==> config.mk <==
export PLATFORM = sky130hd
export DESIGN_NAME = vox_level_detector_top
export DESIGN_NICKNAME = d
export VERILOG_FILES = /design/src/rtl/core/vld_pkg.sv /design/src/rtl/core/vld_cfg_regs.sv /design/src/rtl/core/vld_level_track.sv /design/src/rtl/core/vld_vox_hold.sv /design/src/rtl/core/vox_level_detector_top.sv
export SDC_FILE = /design/constraint.sdc
export NUM_CORES = 1
export LEC_CHECK = 0
export BUFFER_PORTS_ARGS = -buffer_cell sky130_fd_sc_hd__buf_2
export CORE_UTILIZATION = 55
export CTS_BUF_LIST = sky130_fd_sc_hd__clkbuf_2
export CTS_CLUSTER_DIAMETER = 30
export DETAILED_ROUTE_END_ITERATION = 10
export HOLD_SLACK_MARGIN = 0.06
export MAX_ROUTING_LAYER = met4
export PLACE_DENSITY = 0.75
export SLEW_MARGIN = 20
export SYNTH_ARGS = -nofsm -noshare
export SYNTH_HDL_FRONTEND = slang
export SYNTH_SLANG_ARGS = --single-unit
==> constraint.sdc <==
create_clock -name clk -period 9.55 [get_ports clk]
set_clock_uncertainty 0.15 [all_clocks]
set_input_delay 0.4775 -clock clk [delete_from_list [all_inputs] [get_ports clk]]
set_output_delay 0.4775 -clock clk [all_outputs]
set_load 0.05 [all_outputs]
==> src/rtl/core/vld_pkg.sv <==
package vld_pkg;

    // Item kinds carried in the slave-side tuser
    typedef enum logic [1:0] {
        CMD_TX_SAMPLE   = 2'd0,
        CMD_IDLE_SAMPLE = 2'd1,
        CMD_TICK        = 2'd2,
        CMD_RX_TICK     = 2'd3
    } vld_cmd_t;

    // Configuration register indexes
    typedef enum logic [1:0] {
        CFG_DC_OFFSET     = 2'd0,
        CFG_VOX_THRESHOLD = 2'd1,
        CFG_VOX_HOLD      = 2'd2
    } vld_cfg_idx_t;

    localparam int unsigned RAW_W    = 12;
    localparam int unsigned SAMPLE_W = 16;
    localparam int unsigned LEVEL_W  = 16;
    localparam int unsigned THR_W    = 10;
    localparam int unsigned HOLD_W   = 8;
    localparam int unsigned CFG_W    = 16;
    localparam int unsigned CFG_IDX_W = 2;

    // Level is compared in units of 64
    localparam int unsigned LEVEL_SHIFT = 6;

    localparam logic [SAMPLE_W-1:0] DC_OFFSET_RST     = 16'd29760;
    localparam logic [THR_W-1:0]    VOX_THRESHOLD_RST = 10'd10;
    localparam logic [HOLD_W-1:0]   VOX_HOLD_RST      = 8'd10;

    // Peak level never exceeds a full-scale magnitude
    localparam logic [LEVEL_W-1:0]  LEVEL_MAX = 16'd32768;

    typedef struct packed {
        logic [SAMPLE_W-1:0] dc_offset;
        logic [THR_W-1:0]    vox_threshold;
        logic [HOLD_W-1:0]   vox_hold;
    } vld_cfg_t;

endpackage

==> src/rtl/core/vld_cfg_regs.sv <==
module vld_cfg_regs (
    input  logic                              clk,
    input  logic                              rst_n,
    input  logic                              cfg_we,
    input  logic [vld_pkg::CFG_IDX_W-1:0]     cfg_addr,
    input  logic [vld_pkg::CFG_W-1:0]         cfg_wdata,
    output vld_pkg::vld_cfg_t                 cfg
);

    vld_pkg::vld_cfg_t cfg_reg;
    vld_pkg::vld_cfg_t cfg_next;

    // Decode the write; unknown indexes leave everything as is
    always_comb
    begin
        cfg_next = cfg_reg;
        if (cfg_we)
        begin
            unique case (vld_pkg::vld_cfg_idx_t'(cfg_addr))
                vld_pkg::CFG_DC_OFFSET:
                    cfg_next.dc_offset = cfg_wdata;
                vld_pkg::CFG_VOX_THRESHOLD:
                    cfg_next.vox_threshold = cfg_wdata[vld_pkg::THR_W-1:0];
                vld_pkg::CFG_VOX_HOLD:
                    cfg_next.vox_hold = cfg_wdata[vld_pkg::HOLD_W-1:0];
                default:
                    cfg_next = cfg_reg;
            endcase
        end
    end

    always_ff @(posedge clk or negedge rst_n)
    begin
        if (!rst_n)
        begin
            cfg_reg.dc_offset     <= vld_pkg::DC_OFFSET_RST;
            cfg_reg.vox_threshold <= vld_pkg::VOX_THRESHOLD_RST;
            cfg_reg.vox_hold      <= vld_pkg::VOX_HOLD_RST;
        end
        else
        begin
            cfg_reg <= cfg_next;
        end
    end

    assign cfg = cfg_reg;

endmodule

==> src/rtl/core/vld_level_track.sv <==
module vld_level_track (
    input  logic                              clk,
    input  logic                              rst_n,
    input  logic                              advance,
    input  vld_pkg::vld_cmd_t                 cmd,
    input  logic [vld_pkg::RAW_W-1:0]         raw_sample,
    input  logic [vld_pkg::SAMPLE_W-1:0]      dc_offset,
    output logic signed [vld_pkg::SAMPLE_W-1:0] centred_sample,
    output logic [vld_pkg::LEVEL_W-1:0]       level,
    output logic [vld_pkg::LEVEL_W-1:0]       level_next
);

    localparam int unsigned ATT_W = vld_pkg::LEVEL_W + 8;
    localparam int unsigned DEC_W = vld_pkg::LEVEL_W + 14;

    logic [vld_pkg::LEVEL_W-1:0]  level_acc_reg;
    logic [vld_pkg::LEVEL_W-1:0]  level_acc_next;
    logic [vld_pkg::SAMPLE_W-1:0] centred;
    logic [vld_pkg::LEVEL_W-1:0]  mag;
    logic [ATT_W-1:0]             attack_sum;
    logic [DEC_W-1:0]             decay_prod;
    logic                         is_sample;
    logic                         use_decay;

    assign is_sample = (cmd == vld_pkg::CMD_TX_SAMPLE) || (cmd == vld_pkg::CMD_IDLE_SAMPLE);

    // Scale reading to 16 bits and remove the DC offset, wrapping around.
    // The difference is not clamped, so it can wrap when the reading lies far from the offset.
    assign centred = {raw_sample, 4'b0000} - dc_offset;

    // Magnitude; the most negative sample gives 32768, which still fits
    assign mag = centred[vld_pkg::SAMPLE_W-1] ? (~centred + 16'd1) : centred;

    // Attack/average: (L*255 + x) >> 8, decay: (L*16383) >> 14
    assign attack_sum = {level_acc_reg, 8'b0} - ATT_W'(level_acc_reg) + ATT_W'(mag);
    assign decay_prod = {level_acc_reg, 14'b0} - DEC_W'(level_acc_reg);

    assign use_decay = (cmd == vld_pkg::CMD_TX_SAMPLE) && (mag <= level_acc_reg);

    always_comb
    begin
        level_acc_next = level_acc_reg;
        if (is_sample)
        begin
            if (use_decay)
                level_acc_next = decay_prod[DEC_W-1:14];
            else
                level_acc_next = attack_sum[ATT_W-1:8];
        end
    end

    always_ff @(posedge clk or negedge rst_n)
    begin
        if (!rst_n)
            level_acc_reg <= '0;
        else if (advance)
            level_acc_reg <= level_acc_next;
    end

    assign centred_sample = is_sample ? $signed(centred) : '0;
    assign level          = level_acc_reg;
    assign level_next     = level_acc_next;

endmodule

==> src/rtl/core/vld_vox_hold.sv <==
module vld_vox_hold (
    input  logic                              clk,
    input  logic                              rst_n,
    input  logic                              advance,
    input  vld_pkg::vld_cmd_t                 cmd,
    input  logic [vld_pkg::LEVEL_W-1:0]       level,
    input  vld_pkg::vld_cfg_t                 cfg,
    output logic                              voice_next
);

    logic [vld_pkg::HOLD_W-1:0] hold_count_reg;
    logic [vld_pkg::HOLD_W-1:0] hold_count_next;
    logic                       voice_flag_reg;
    logic                       voice_flag_next;
    logic [vld_pkg::THR_W-1:0]  level_scaled;
    logic                       voice_present;

    assign level_scaled  = level[vld_pkg::LEVEL_W-1:vld_pkg::LEVEL_SHIFT];
    assign voice_present = level_scaled > cfg.vox_threshold;

    // Hysteresis: count up to the hold while voice is present, drain while absent
    always_comb
    begin
        hold_count_next = hold_count_reg;
        voice_flag_next = voice_flag_reg;
        unique case (cmd)
            vld_pkg::CMD_TICK:
            begin
                if (voice_present)
                begin
                    if (hold_count_reg < cfg.vox_hold)
                        hold_count_next = hold_count_reg + 8'd1;
                    else
                        voice_flag_next = 1'b1;
                end
                else
                begin
                    if (hold_count_reg != '0)
                        hold_count_next = hold_count_reg - 8'd1;
                    else
                        voice_flag_next = 1'b0;
                end
            end
            vld_pkg::CMD_RX_TICK:
                voice_flag_next = 1'b0;
            default:
            begin
                hold_count_next = hold_count_reg;
                voice_flag_next = voice_flag_reg;
            end
        endcase
    end

    always_ff @(posedge clk or negedge rst_n)
    begin
        if (!rst_n)
        begin
            hold_count_reg <= '0;
            voice_flag_reg <= 1'b0;
        end
        else if (advance)
        begin
            hold_count_reg <= hold_count_next;
            voice_flag_reg <= voice_flag_next;
        end
    end

    assign voice_next = voice_flag_next;

endmodule

==> src/rtl/core/vox_level_detector_top.sv <==
// Voice-operated switch with peak level meter.
//
// Slave stream: s_tuser carries the item kind (transmit sample, idle sample,
// tick, tick while receiving), s_tdata carries the 12-bit converter reading.
// Master stream: one result per input item with the centred sample, the
// tracked level and the switch state after that item.
// Configuration: write cfg_wdata to register cfg_addr while cfg_we is high
// (0 dc offset, 1 threshold, 2 hold); write only while the block is idle.
//
// Data path: an accepted item is loaded into the input register and moves
// into the result register, raising m_tvalid, once that register is free or
// is being read. One item per cycle is sustained while the receiver does not
// stall; the level and hold state are computed from the input register and
// update as the item moves into the result register.
//
// Reset clears level, hold counter and switch, loads the register defaults
// and empties both stages. When the receiver stalls, the result register
// holds and the input register keeps one more item; s_tready drops only
// when both are full.
module vox_level_detector_top (
    input  logic        clk,
    input  logic        rst_n,
    // Slave stream
    input  logic        s_tvalid,
    output logic        s_tready,
    input  logic [15:0] s_tdata,   // [11:0] raw_sample, [15:12] zero
    input  logic [1:0]  s_tuser,   // [1:0] cmd
    // Master stream
    output logic        m_tvalid,
    input  logic        m_tready,
    output logic [39:0] m_tdata,   // [15:0] centred_sample, [31:16] level,
                                   // [32] voice_on, [39:33] zero
    // Configuration write port
    input  logic        cfg_we,
    input  logic [1:0]  cfg_addr,
    input  logic [15:0] cfg_wdata
);

    vld_pkg::vld_cfg_t                    cfg;
    logic                                 in_valid_reg;
    vld_pkg::vld_cmd_t                    in_cmd_reg;
    logic [vld_pkg::RAW_W-1:0]            in_raw_reg;
    logic                                 out_valid_reg;
    logic [vld_pkg::SAMPLE_W-1:0]         out_centred_reg;
    logic [vld_pkg::LEVEL_W-1:0]          out_level_reg;
    logic                                 out_voice_reg;
    logic                                 advance;
    logic signed [vld_pkg::SAMPLE_W-1:0]  centred_sample;
    logic [vld_pkg::LEVEL_W-1:0]          level;
    logic [vld_pkg::LEVEL_W-1:0]          level_next;
    logic                                 voice_next;

    // Move the input register into the result register when it is free or being read
    assign advance  = in_valid_reg && (!out_valid_reg || m_tready);
    assign s_tready = !in_valid_reg || advance;

    vld_cfg_regs u_cfg (
        .clk       (clk),
        .rst_n     (rst_n),
        .cfg_we    (cfg_we),
        .cfg_addr  (cfg_addr),
        .cfg_wdata (cfg_wdata),
        .cfg       (cfg)
    );

    vld_level_track u_level (
        .clk            (clk),
        .rst_n          (rst_n),
        .advance        (advance),
        .cmd            (in_cmd_reg),
        .raw_sample     (in_raw_reg),
        .dc_offset      (cfg.dc_offset),
        .centred_sample (centred_sample),
        .level          (level),
        .level_next     (level_next)
    );

    vld_vox_hold u_vox (
        .clk        (clk),
        .rst_n      (rst_n),
        .advance    (advance),
        .cmd        (in_cmd_reg),
        .level      (level),
        .cfg        (cfg),
        .voice_next (voice_next)
    );

    // Input register: capture on every slave transfer
    always_ff @(posedge clk or negedge rst_n)
    begin
        if (!rst_n)
            in_valid_reg <= 1'b0;
        else if (s_tready)
            in_valid_reg <= s_tvalid;
    end

    always_ff @(posedge clk)
    begin
        if (s_tvalid && s_tready)
        begin
            in_cmd_reg <= vld_pkg::vld_cmd_t'(s_tuser);
            in_raw_reg <= s_tdata[vld_pkg::RAW_W-1:0];
        end
    end

    // Result register: load on advance, drop after a master transfer
    always_ff @(posedge clk or negedge rst_n)
    begin
        if (!rst_n)
            out_valid_reg <= 1'b0;
        else if (advance)
            out_valid_reg <= 1'b1;
        else if (m_tready)
            out_valid_reg <= 1'b0;
    end

    always_ff @(posedge clk)
    begin
        if (advance)
        begin
            out_centred_reg <= centred_sample;
            out_level_reg   <= level_next;
            out_voice_reg   <= voice_next;
        end
    end

    assign m_tvalid = out_valid_reg;
    assign m_tdata  = {7'b0, out_voice_reg, out_level_reg, out_centred_reg};

    // The tracked level stays within full-scale magnitude
    a_level_bound: assert property (@(posedge clk) disable iff (!rst_n)
        m_tvalid |-> (m_tdata[31:16] <= vld_pkg::LEVEL_MAX))
        else $error("level above full scale");

    // A receive tick always turns the switch off
    a_rx_tick_off: assert property (@(posedge clk) disable iff (!rst_n)
        (advance && (in_cmd_reg == vld_pkg::CMD_RX_TICK)) |=> (m_tdata[32] == 1'b0))
        else $error("switch on after receive tick");

    // Ticks carry a zero sample
    a_tick_zero: assert property (@(posedge clk) disable iff (!rst_n)
        (advance && ((in_cmd_reg == vld_pkg::CMD_TICK) ||
                     (in_cmd_reg == vld_pkg::CMD_RX_TICK)))
        |=> (m_tdata[15:0] == 16'd0))
        else $error("nonzero sample on tick");

    // Backpressure reaches the slave side only with both stages full
    a_ready_full: assert property (@(posedge clk) disable iff (!rst_n)
        !s_tready |-> (in_valid_reg && m_tvalid && !m_tready))
        else $error("ready low with a free stage");

endmodule
==> impl_metrics.json <==
{
  "final_cell_mix": "ha_1, buf_2, nor2_1",
  "dieHeight_um": 120,
  "vias": 6088,
  "first_pass_iters": 5,
  "relSlewSlack_pct": 36.1,
  "critPathMaxStageDelay_ps": 590,
  "final_hold_viol_count": 0,
  "grt_max_degree": 62,
  "clkSinkCount": 108,
  "syn_area_um2": 7650,
  "drt-initial-drc-count": 429,
  "core_um2": 13400,
  "postSynth.asyncResetShare_pct": 56.5,
  "initial_core_util_pct": 57.1,
  "portBuffers": 71,
  "tns_ps": 0,
  "synth_area_per_cell_um2": 9.93,
  "synth_compound_area_share_pct": 17.0,
  "wirelength_um": 19100,
  "drc": 0,
  "dpl.hpwl_um": 14300,
  "synth_top_family_by_area": "compound AO/OA/AOI/OAI gates",
  "synthFlopType": "dfrtp_1",
  "io_pins": 83,
  "synth_area_leaders": "edfxtp_1, dfrtp_1, ha_1",
  "hold_depth": 5,
  "cts_root_buf": "clkbuf_2",
  "ys_ff_latch": 108,
  "crit_arrival_ps": 6440,
  "critical_path_depth": 22,
  "cp-endpoint": "u_level.level[15]",
  "finalSetupViolations": 0,
  "num_rows": 42,
  "ff2ff_path_depth": 22,
  "area_delta_synth_final_pct": 12.5,
  "synth_xor_area_share_pct": 6.38,
  "path_max_fanout": 5,
  "groute.usage.overall_pct": 28.6,
  "clk_pin_slew_ps": 330,
  "clock_path_buffers": 2,
  "synth.top_cell.area_share_pct": 18.5,
  "critPathCaptureType": "register",
  "final_common_cell": "ha_1",
  "synth-seq-area-share_pct": 38.6,
  "period_minus_slack_ps": 5980,
  "r2r-end": "u_level.level[15]",
  "num_antenna_cells": 0,
  "yosysWarningCount": 0,
  "fin_crit_sh_pct": 62.6,
  "final_util_pct": 64.2,
  "antenna_left": 0,
  "critical_path_buf_inv_count": 1,
  "nets": 1005,
  "critical_path_class": "register to register",
  "r2r_start": "u_cfg.cfg[24]",
  "regToRegSetupSlack_ps": 3570,
  "die-area_um2": 14400,
  "cap_violations": 0,
  "finalMaxSlewViolations": 0,
  "syn_inst": 770,
  "cts_tree": "done",
  "yosys.area_share.simple_pct": 12.8,
  "startpoint": "u_cfg.cfg[24]",
  "hp-class": "input port to register",
  "grt_setup_unrepaired": "no",
  "outcome": "complete, no violations",
  "synth_edf_count": 47,
  "largest_register_ffs": 34,
  "gp_congestion": 0.927,
  "yosysTopAreaCell": "edfxtp_1",
  "max_freq_mhz": 167,
  "synthMuxAreaShare_pct": 3.98,
  "synthAdderAreaFrac_pct": 16.6,
  "critPathSlowestCell": "dfstp_2",
  "grt_overflow": 0,
  "critPathTopFamily": "compound AO/OA/AOI/OAI gates",
  "drive_above_1_share_pct": 16.1,
  "synth_cell_types": 70,
  "grt_pass1_wl_um": 30600,
  "crit_path_start_kind": "register",
  "post_cts_buffers": 0,
  "path_cells": "inv_1 -> ha_1 -> and2_1 -> a32oi_1 -> a21oi_1 -> a31oi_1 -> xor2_1 -> nand2_1 -> nor3_2 -> a21oi_1 -> xnor2_1 -> fa_1 -> ha_1 -> and3_1 -> nor2b_1 -> a211oi_1 -> o41ai_2 -> nor2_1 -> o31ai_2 -> xnor2_1 -> a211oi_1 -> xnor2_1",
  "cts_max_level": 3,
  "cp_common_cell": "xnor2_1",
  "vias_per_cell": 5.79,
  "insertion_delay_ps": 670,
  "cts_buffers": 9,
  "worstPathRequired_ps": 10010,
  "wl_per_cell_um": 18.2,
  "nFillCells": 1108,
  "die_w_um": 120,
  "tightestPinTransition_ps": 959,
  "grt_pass1_vias": 6240,
  "antenna_found_initial": 0
}
## layer usage
metal	track usage, %	share of wire, %	up-vias
li1	-	-	2933
met1	33.0	41	2931
met2	48.5	51	183
met3	6.65	5.3	41
met4	10.3	3.0	0
met5	-	0	-
## area by class of cell
type	count	area, µm²	share of cell area (%)
clock buffer	9	45.0	0.524
clock inverter	7	68.8	0.800
inverter	57	214	2.49
multi-input combinational	584	4370	50.8
sequential	108	2950	34.3
tap	176	220	2.56
timing repair buffer	110	733	8.52
## stage by stage
stage / hold WS, ps / area, µm² / setup WS [ps] / instances
after detailed placement: 335 / 8150 / 3630 / 1001
after floorplan: 31.9 / 7670 / 4310 / 776
after global routing: 110 / 8600 / 3080 / 1051
after CTS: 85.2 / 8600 / 3570 / 1051
after global placement: 329 / 8150 / 3670 / 1001
final: 144 / 8600 / 3570 / 1051
## logic make-up after synthesis
group / after synthesis
simple gates: 198
mux: 27
xor+xnor: 54
fa+ha+maj: 94
flops: 108
other cells: 1
compound gates: 204
buf+inv: 84
## cells in the mapped netlist (7+ instances only)
cell / number
and3_1: 11
nor3_1: 17
o21a_1: 19
nor2_1: 63
nand2_1: 42
a21oi_1: 57
inv_1: 57
a31oi_1: 12
mux2_2: 21
o21ai_0: 53
nand2b_1: 8
nor2b_1: 10
xor2_1: 18
fa_1: 12
edfxtp_1: 47
a21o_1: 13
dfstp_2: 9
nand3_1: 8
buf_4: 10
ha_1: 82
dfrtp_1: 52
xnor2_1: 34
clkbuf_1: 13
o21ai_1: 7
## tightest hold or removal path: stages
cell and delay [ps]:
buf_2 110, nor3b_2 40, buf_4 210, nand2_1 90
o21ai_0 70
## how the worst min path moves through the flow
stage,start,endpoint,slack (ps)
2_1_floorplan,rst_n,in_valid_reg,30
6_report,cfg_addr[1],u_cfg.cfg[30],140
3_5_place_dp,in_valid_reg,m_tvalid,340
4_1_cts,cfg_addr[1],u_cfg.cfg[24],90
3_3_place_gp,in_valid_reg,m_tvalid,330
5_1_grt,cfg_addr[0],u_cfg.cfg[31],110
## what timing repair did
item,4_1_cts,5_1_grt
resized for setup,0,0
hold buffers,34,0
endpoints found under the hold margin,102,0
Power is left out: the tool's default activity adds up to more than one toggle a clock period on the data nets, which glitch-free logic cannot reach.
